[src/design/ffpa_pkg.sv]
`timescale 1ns / 1ps
// ----------------------------------------------------------------------------
// ffpa_pkg
// Shared types, constants and helpers for the first-fit page allocator.
// ----------------------------------------------------------------------------
package ffpa_pkg;

  localparam int NUM_PAGES = 256;
  localparam int PW        = $clog2(NUM_PAGES);   // page index width
  localparam int CW        = PW + 1;              // count / length width

  typedef enum logic [1:0] {
    OP_ADD   = 2'd0,
    OP_ALLOC = 2'd1,
    OP_FREE  = 2'd2,
    OP_NONE  = 2'd3
  } op_t;

  typedef enum logic [2:0] {
    ST_OK      = 3'd0,
    ST_ZERO    = 3'd1,
    ST_EXCEEDS = 3'd2,
    ST_NOFIT   = 3'd3,
    ST_FULL    = 3'd4
  } status_t;

  typedef struct packed {
    logic [1:0] op;
    logic [7:0] page_base;
    logic [8:0] page_count;
  } in_item_t;

  typedef struct packed {
    logic [2:0] status;
    logic [7:0] page_start;
    logic [8:0] pages_avail;
  } out_item_t;

  typedef struct packed {
    logic [PW-1:0] start;
    logic [CW-1:0] len;
  } entry_t;

  localparam int EW = $bits(entry_t);

  // Operands and flags of the shared merge/compare unit.
  typedef struct packed {
    logic [PW-1:0] a_start;
    logic [CW-1:0] a_len;
    logic [PW-1:0] b_start;
    logic [CW-1:0] b_len;
    logic [CW-1:0] need;
  } alu_in_t;

  typedef struct packed {
    logic [PW-1:0] a_end;
    logic          a_meets_b;
    logic          b_meets_a;
    logic          b_fits;
  } alu_out_t;

  // Page index plus an offset of at most NUM_PAGES, modulo NUM_PAGES.
  function automatic logic [PW-1:0] wrap_sum(input logic [PW-1:0] s,
                                             input logic [CW-1:0] l);
    logic [CW:0] t;
    t = {2'b00, s} + {1'b0, l};
    if (t >= (CW+1)'(NUM_PAGES)) t = t - (CW+1)'(NUM_PAGES);
    return t[PW-1:0];
  endfunction

endpackage

[src/design/ffpa_ram.sv]
`timescale 1ns / 1ps
// ----------------------------------------------------------------------------
// ffpa_ram
// Generic single-write, single-read RAM with a registered read port.
// ----------------------------------------------------------------------------
module ffpa_ram #(
  parameter int WIDTH = 8,
  parameter int DEPTH = 16
) (
  input  logic                     clk,
  input  logic                     we,
  input  logic [$clog2(DEPTH)-1:0] waddr,
  input  logic [WIDTH-1:0]         wdata,
  input  logic [$clog2(DEPTH)-1:0] raddr,
  output logic [WIDTH-1:0]         rdata
);

  logic [WIDTH-1:0] mem [DEPTH];

  always_ff @(posedge clk) begin
    if (we) mem[waddr] <= wdata;
    rdata <= mem[raddr];
  end

endmodule

[src/design/ffpa_alu.sv]
`timescale 1ns / 1ps
// ----------------------------------------------------------------------------
// ffpa_alu
// Shared block arithmetic: wrapped end page, adjacency tests and fit test.
// ----------------------------------------------------------------------------
module ffpa_alu (
  input  ffpa_pkg::alu_in_t  ai,
  output ffpa_pkg::alu_out_t ao
);
  import ffpa_pkg::*;

  logic [PW-1:0] b_end;

  always_comb begin
    ao.a_end     = wrap_sum(ai.a_start, ai.a_len);
    b_end        = wrap_sum(ai.b_start, ai.b_len);
    ao.a_meets_b = (ao.a_end == ai.b_start);
    ao.b_meets_a = (b_end == ai.a_start);
    ao.b_fits    = (ai.b_len >= ai.need);
  end

endmodule

[src/design/first_fit_page_allocator.sv]
`timescale 1ns / 1ps
// ----------------------------------------------------------------------------
// first_fit_page_allocator
// Free-block table in a circular RAM walked by a small sequencer.
// ----------------------------------------------------------------------------
// Add writes one single-page entry per page; alloc reads entries up to the
// first fit, then shifts the later ones down; free reads every entry; rejected
// items skip the table. The table RAM's single read port sets the walk length.
// One item is in work at a time; a new one is taken in the cycle after the
// result is handed to the output register. Reset empties the table and zeroes
// the free total.
module first_fit_page_allocator (
  input  logic                clk,
  input  logic                rst,
  input  logic                in_valid,
  output logic                in_stall,
  input  ffpa_pkg::in_item_t  in_data,
  output logic                out_valid,
  input  logic                out_stall,
  output ffpa_pkg::out_item_t out_data
);
  import ffpa_pkg::*;

  typedef enum logic [3:0] {
    S_IDLE, S_DISPATCH, S_ADD, S_FIND_RD, S_FIND_USE, S_REM_RD, S_REM_USE,
    S_FREE_RD, S_FREE_USE, S_FREE_END, S_DONE
  } state_t;

  state_t        state;
  logic [1:0]    op;
  logic [PW-1:0] base;
  logic [CW-1:0] need;
  logic [PW-1:0] head;
  logic [CW-1:0] count;
  logic [CW-1:0] total;
  logic [CW-1:0] idx;
  logic [CW-1:0] kept;
  logic [PW-1:0] m_start;
  logic [CW-1:0] m_len;
  entry_t        hit;
  status_t       res_status;
  logic [PW-1:0] res_start;

  logic          we;
  logic [PW-1:0] waddr, raddr;
  entry_t        wdata, rdata;
  alu_in_t       ai;
  alu_out_t      ao;
  logic [PW-1:0] head_dec;
  logic [CW:0]   total_plus;

  ffpa_ram #(.WIDTH(EW), .DEPTH(NUM_PAGES)) u_table (
    .clk(clk), .we(we), .waddr(waddr), .wdata(wdata), .raddr(raddr), .rdata(rdata)
  );

  ffpa_alu u_alu (.ai(ai), .ao(ao));

  assign in_stall   = (state != S_IDLE);
  assign head_dec   = (head == '0) ? PW'(NUM_PAGES - 1) : head - PW'(1);
  assign total_plus = {1'b0, total} + {1'b0, need};

  always_comb begin
    ai.a_start = m_start;
    ai.a_len   = m_len;
    ai.b_start = rdata.start;
    ai.b_len   = rdata.len;
    ai.need    = need;
    case (state)
      S_ADD: begin
        ai.a_start = base;
        ai.a_len   = idx;
      end
      S_REM_RD: begin
        ai.a_start = hit.start;
        ai.a_len   = need;
      end
      default: ;
    endcase
  end

  always_comb begin
    we    = 1'b0;
    waddr = wrap_sum(head, count);
    wdata = {ao.a_end, CW'(1)};
    raddr = wrap_sum(head, idx);
    case (state)
      S_ADD: we = 1'b1;
      S_REM_RD: begin
        raddr = wrap_sum(head, idx + CW'(1));
        if (idx + CW'(1) >= count && hit.len > need) begin
          we    = 1'b1;
          waddr = head_dec;
          wdata = {ao.a_end, hit.len - need};
        end
      end
      S_REM_USE: begin
        we    = 1'b1;
        waddr = wrap_sum(head, idx);
        wdata = rdata;
      end
      S_FREE_USE: begin
        we    = !ao.a_meets_b && !ao.b_meets_a;
        waddr = wrap_sum(head, kept);
        wdata = rdata;
      end
      S_FREE_END: begin
        we    = 1'b1;
        waddr = head_dec;
        wdata = {m_start, m_len};
      end
      default: ;
    endcase
  end

  always_ff @(posedge clk) begin
    if (rst) begin
      state     <= S_IDLE;
      head      <= '0;
      count     <= '0;
      total     <= '0;
      out_valid <= 1'b0;
    end else begin
      if (out_valid && !out_stall && state != S_DONE) out_valid <= 1'b0;
      case (state)
        S_IDLE: begin
          if (in_valid) begin
            op        <= in_data.op;
            base      <= PW'(in_data.page_base);
            need      <= CW'(in_data.page_count);
            res_start <= '0;
            state     <= S_DISPATCH;
          end
        end
        S_DISPATCH: begin
          idx        <= '0;
          kept       <= '0;
          m_start    <= base;
          m_len      <= need;
          res_status <= ST_OK;
          state      <= S_DONE;
          if (op == OP_NONE) begin
            // An unknown operation leaves everything as it is.
          end else if (need == '0) begin
            res_status <= ST_ZERO;
          end else if (op == OP_ADD || op == OP_FREE) begin
            if (total_plus > (CW+1)'(NUM_PAGES)) res_status <= ST_FULL;
            else state <= (op == OP_ADD) ? S_ADD : S_FREE_RD;
          end else if (op == OP_ALLOC) begin
            if (need > total) res_status <= ST_EXCEEDS;
            else state <= S_FIND_RD;
          end
        end
        S_ADD: begin
          count <= count + CW'(1);
          idx   <= idx + CW'(1);
          if (idx + CW'(1) == need) begin
            total <= total_plus[CW-1:0];
            state <= S_DONE;
          end
        end
        S_FIND_RD: begin
          if (idx == count) begin
            res_status <= ST_NOFIT;
            state      <= S_DONE;
          end else begin
            state <= S_FIND_USE;
          end
        end
        S_FIND_USE: begin
          if (ao.b_fits) begin
            hit   <= rdata;
            state <= S_REM_RD;
          end else begin
            idx   <= idx + CW'(1);
            state <= S_FIND_RD;
          end
        end
        S_REM_RD: begin
          if (idx + CW'(1) >= count) begin
            // Hit entry is squeezed out; a remainder goes back at the head.
            if (hit.len > need) head <= head_dec;
            else count <= count - CW'(1);
            total     <= total - need;
            res_start <= hit.start;
            state     <= S_DONE;
          end else begin
            state <= S_REM_USE;
          end
        end
        S_REM_USE: begin
          idx   <= idx + CW'(1);
          state <= S_REM_RD;
        end
        S_FREE_RD: begin
          state <= (idx == count) ? S_FREE_END : S_FREE_USE;
        end
        S_FREE_USE: begin
          if (ao.a_meets_b) begin
            m_len <= m_len + rdata.len;
          end else if (ao.b_meets_a) begin
            m_start <= rdata.start;
            m_len   <= m_len + rdata.len;
          end else begin
            kept <= kept + CW'(1);
          end
          idx   <= idx + CW'(1);
          state <= S_FREE_RD;
        end
        S_FREE_END: begin
          head  <= head_dec;
          count <= kept + CW'(1);
          total <= total_plus[CW-1:0];
          state <= S_DONE;
        end
        S_DONE: begin
          if (!out_valid || !out_stall) begin
            out_valid            <= 1'b1;
            out_data.status      <= res_status;
            out_data.page_start  <= 8'(res_start);
            out_data.pages_avail <= 9'(total);
            state                <= S_IDLE;
          end
        end
        default: state <= S_IDLE;
      endcase
    end
  end

`ifndef ASSERT_OFF
  // Every stored block holds at least one page; an add brings the total up
  // only on its last cycle.
  a_count_le_total: assert property (@(posedge clk) disable iff (rst)
    state != S_ADD |-> count <= total) else $error("block count exceeds free total");

  a_total_cap: assert property (@(posedge clk) disable iff (rst)
    total <= CW'(NUM_PAGES)) else $error("free total exceeds page count");

  // A successful alloc reports a page only when status is ok.
  a_start_zero: assert property (@(posedge clk) disable iff (rst)
    out_valid && out_data.status != ST_OK |-> out_data.page_start == '0)
    else $error("page start set on failed result");

  a_no_write_idle: assert property (@(posedge clk) disable iff (rst)
    state == S_IDLE || state == S_DONE |-> !we)
    else $error("table write outside an operation");
`endif

endmodule

[config.mk]
export PLATFORM = sky130hd
export DESIGN_NAME = first_fit_page_allocator
export DESIGN_NICKNAME = d
export VERILOG_FILES = /design/src/design/ffpa_pkg.sv /design/src/design/ffpa_ram.sv /design/src/design/ffpa_alu.sv /design/src/design/first_fit_page_allocator.sv
export SDC_FILE = /design/constraint.sdc
export NUM_CORES = 2
export LEC_CHECK = 0
export BUFFER_PORTS_ARGS = -buffer_cell sky130_fd_sc_hd__buf_2
export CAP_MARGIN = 20
export CORE_MARGIN = 2
export CORE_UTILIZATION = 59
export CTS_BUF_LIST = sky130_fd_sc_hd__clkbuf_4
export DETAILED_ROUTE_END_ITERATION = 8
export PLACE_DENSITY = 0.78
export SETUP_SLACK_MARGIN = 0.4
export SLEW_MARGIN = 20
export SYNTH_ARGS = -nofsm -noshare
export SYNTH_HDL_FRONTEND = slang
export SYNTH_HIERARCHICAL = 1
export SYNTH_MEMORY_MAX_BITS = 65536
export SYNTH_SLANG_ARGS = --single-unit
[constraint.sdc]
create_clock -name clk -period 15 [get_ports clk]
set_input_delay 1.5 -clock clk [delete_from_list [all_inputs] [get_ports clk]]
set_output_delay 1.5 -clock clk [all_outputs]
set_load 0.01 [all_outputs]
==> metrics.md <==
| Metric | Value |
|---|---|
| Status | finished, final reports clean |
| Yosys warns | 6 |
| Nets@finish | just over 10,000 |
| Largest net degree at the start of global routing | between 200 and 250 |
| Via count | about 100,000 |
| Pint | approximately 28,000 uW |
| Core Region | between 0.3 and 0.4 sq mm |
| FF+latch area | around 0.13 sq mm |
| Critical path startpoint category | register |
| Final Setup Violations | 0 |
| Area Growth Syn to Fin | 10.6% |
| Max Clock Freq | 112 MHz |
| Total Routed Length | 485 mm |
| Share of cells above drive strength 1 | approximately 29% |
| Vias in the first global route | 99,400 |
| Commonest non-fill, non-tap cell in the layout | edfxtp_1 |
| RSZ-0062 raised after global routing | no |
| Slack of the critical path | ~6100 ps |
| Max-cap violation count | 0 |
| Worst Max-Slew Pin Slew | roughly 1300 ps |
| Worst EP required | about 16,000 ps |
| Worst path cell trace | nor2b_1, nand2_1, buf_4, inv_1, buf_4, nand2_1, nand2_4, buf_4, buf_4, buf_4, buf_4, mux4_2, mux4_2, a22o_1, a31oi_1, nor3b_1, a311oi_1 |
| Post-synth net total | just over 9,000 |
| H-tree levels | 7 |
| Clock power share | 21.4% |
| Root Driver | clkbuf_4 |
| Sw Pwr | 17,400 uW |
| Fillers | approximately 19,000 |
| Synth Area per Inst | between 20 and 25 sq um |
| Arrival time worst endpoint | 10,350 ps |
| Most frequent cells in the layout | edfxtp_1, clkbuf_4, mux4_2 |
| Post-DRT Antenna Nets | 0 |
| VDD IR max | 0.000630 V |
| Power Density | ~230 mW/mm^2 |
| Leak | approximately 0.066 uW |
| Final period utilization | 59.4% |
| Num Clock Sinks | between 4,000 and 5,000 |
| Die ar. | 0.310 sq mm |
| GR Overflow Total | 0 |
| Die width | between 500 and 600 microns |
| CP Class | register to register |
| Final Max Tran Viols | 0 |
| Die H | ~560 microns |
| Number of antenna violations at the first check in global routing | 27 |
| Dpl hpwl | between 200 and 300 mm |
| Via/cell ratio | 6.71 |
| Fin. Hold Viols | 0 |
| All-layer global routing usage | a little under a third |
| Rows | a little over 200 |
| Slew HR | between 10 and 15% |
| Slowest stage delay, CP | 790 ps |
| Clk_skew | ~200 ps |
| Drt wl/cell | 32.5 microns |
| Worst min-delay path category | input pin to register |
| CTS tree | done |
| Clock Path Buffers | 5 |
| CTS clk-pin slew, worst paths | 60 ps |
| Pre-CTS worst setup slack | 6430 ps |
| CP bufs+invs | 7 |
| Crit-path most repeated cell | buf_4 |
| Mapped cell area | 0.180 sq mm |
| Reg power frac | roughly 40% |
| Crit path max-delay cell type | buf_4 |
| First-pass GRT wire length | between 600 and 700 mm |
| Initial cell density of the core | between 50% and 60% |
| Hold slack | between 200 and 300 ps |
| Sw frac | 38.2% |
| Final GP Congestion | 0.965 |
| Violation count after the first detailed-routing iteration | roughly 17,000 |
| Worst Setup End Kind | register |
| Crit path max fanout | 53 |
| DRC | 0 |
| Post CTS Setup Buffer Count | 0 |
| Worst path top cell family by delay | buffers and inverters |
| Drt first pass iters | 8 |
| Final Critical Period | approximately 8900 ps |
| Clk_lat worst skew | 1720 ps |
| Area of the multi-input gates | approximately 0.042 sq mm |
| Synthesized netlist cell count | between 8,000 and 9,000 |
| Num CTS Buffers | 1,154 |
| Ports | between 40 and 50 |
| Port-buffer cells | between 40 and 50 |
| Total negative setup slack | 0 ps |
| Comb power frac | 38.7% |
[final timing paths]
path                              startpoint          endpoint  slack [ps]  depth (start not counted)
worst max-delay path                state[0]  u_table/rdata[4]        6090                         17
worst min-delay path               out_stall         out_valid         250                          3
worst max register to register      state[0]  u_table/rdata[4]        6090                         17
worst min register to register  res_start[5]      out_data[14]         420                          0
[worst register-to-register path, delay by kind of cell (launching register included)]
kind            cells  cell delay, ps
buf+inv             7            4220
simple gates        5            2200
mux                 2             980
flops               1             700
compound gates      3             600
[power groups by stage]
stage / sequential, uW / combinational [uW] / clock (uW)
floorplan: 19500 / 10700 / 0
global placement: 18400 / 16500 / 0
detailed placement: 18400 / 17100 / 0
CTS: 18200 / 17100 / 9910
global route: 18200 / 18100 / 10600
finish: 18200 / 17600 / 9770
[stage by stage]
stage,total power [uW],instances,instance area (sq um),util (%)
CTS,45200,14900,199000,65.3
global route,46900,14900,199000,65.4
global placement,35000,13000,186000,60.9
finish,45600,14900,199000,65.4
detailed placement,35500,13000,186000,60.9
floorplan,30200,8962,180000,-
[per-layer routing]
metal,wire (microns),up-vias,share of wire [%],track usage (%)
li1,-,40100,-,-
met4,22600,16,4.7,14.8
met1,166000,50500,34,41.9
met5,104,-,0.021,0
met2,223000,8004,46,46.6
met3,72700,1242,15,11.5
[flip-flops by register name (all words and copies together) (netlist names), 8 cells and up]
name           count
u_table/mem     4352
out_data          20
hit               17
u_table/rdata     17
count              9
idx                9
kept               9
m_len              9
need               9
total              9
base               8
head               8
m_start            8
res_start          8
[timing repair]
item | CTS | global route
resized for setup | 0 | 0
hold buffers | 19 | 0
hold endpoints to repair | 19 | 0
[layout make-up]
type                    instances  share of cell area, %
multi-input cells            3879                   21.2
clock inverters               268                  0.699
flip-flops and latches       4502                   67.5
clock buffers                1582                   5.95
well taps                    4100                   2.57
diodes                         27                 0.0339
repair buffers                471                   1.88
inverters                      68                  0.134
Power figures use the tool's default switching activity.
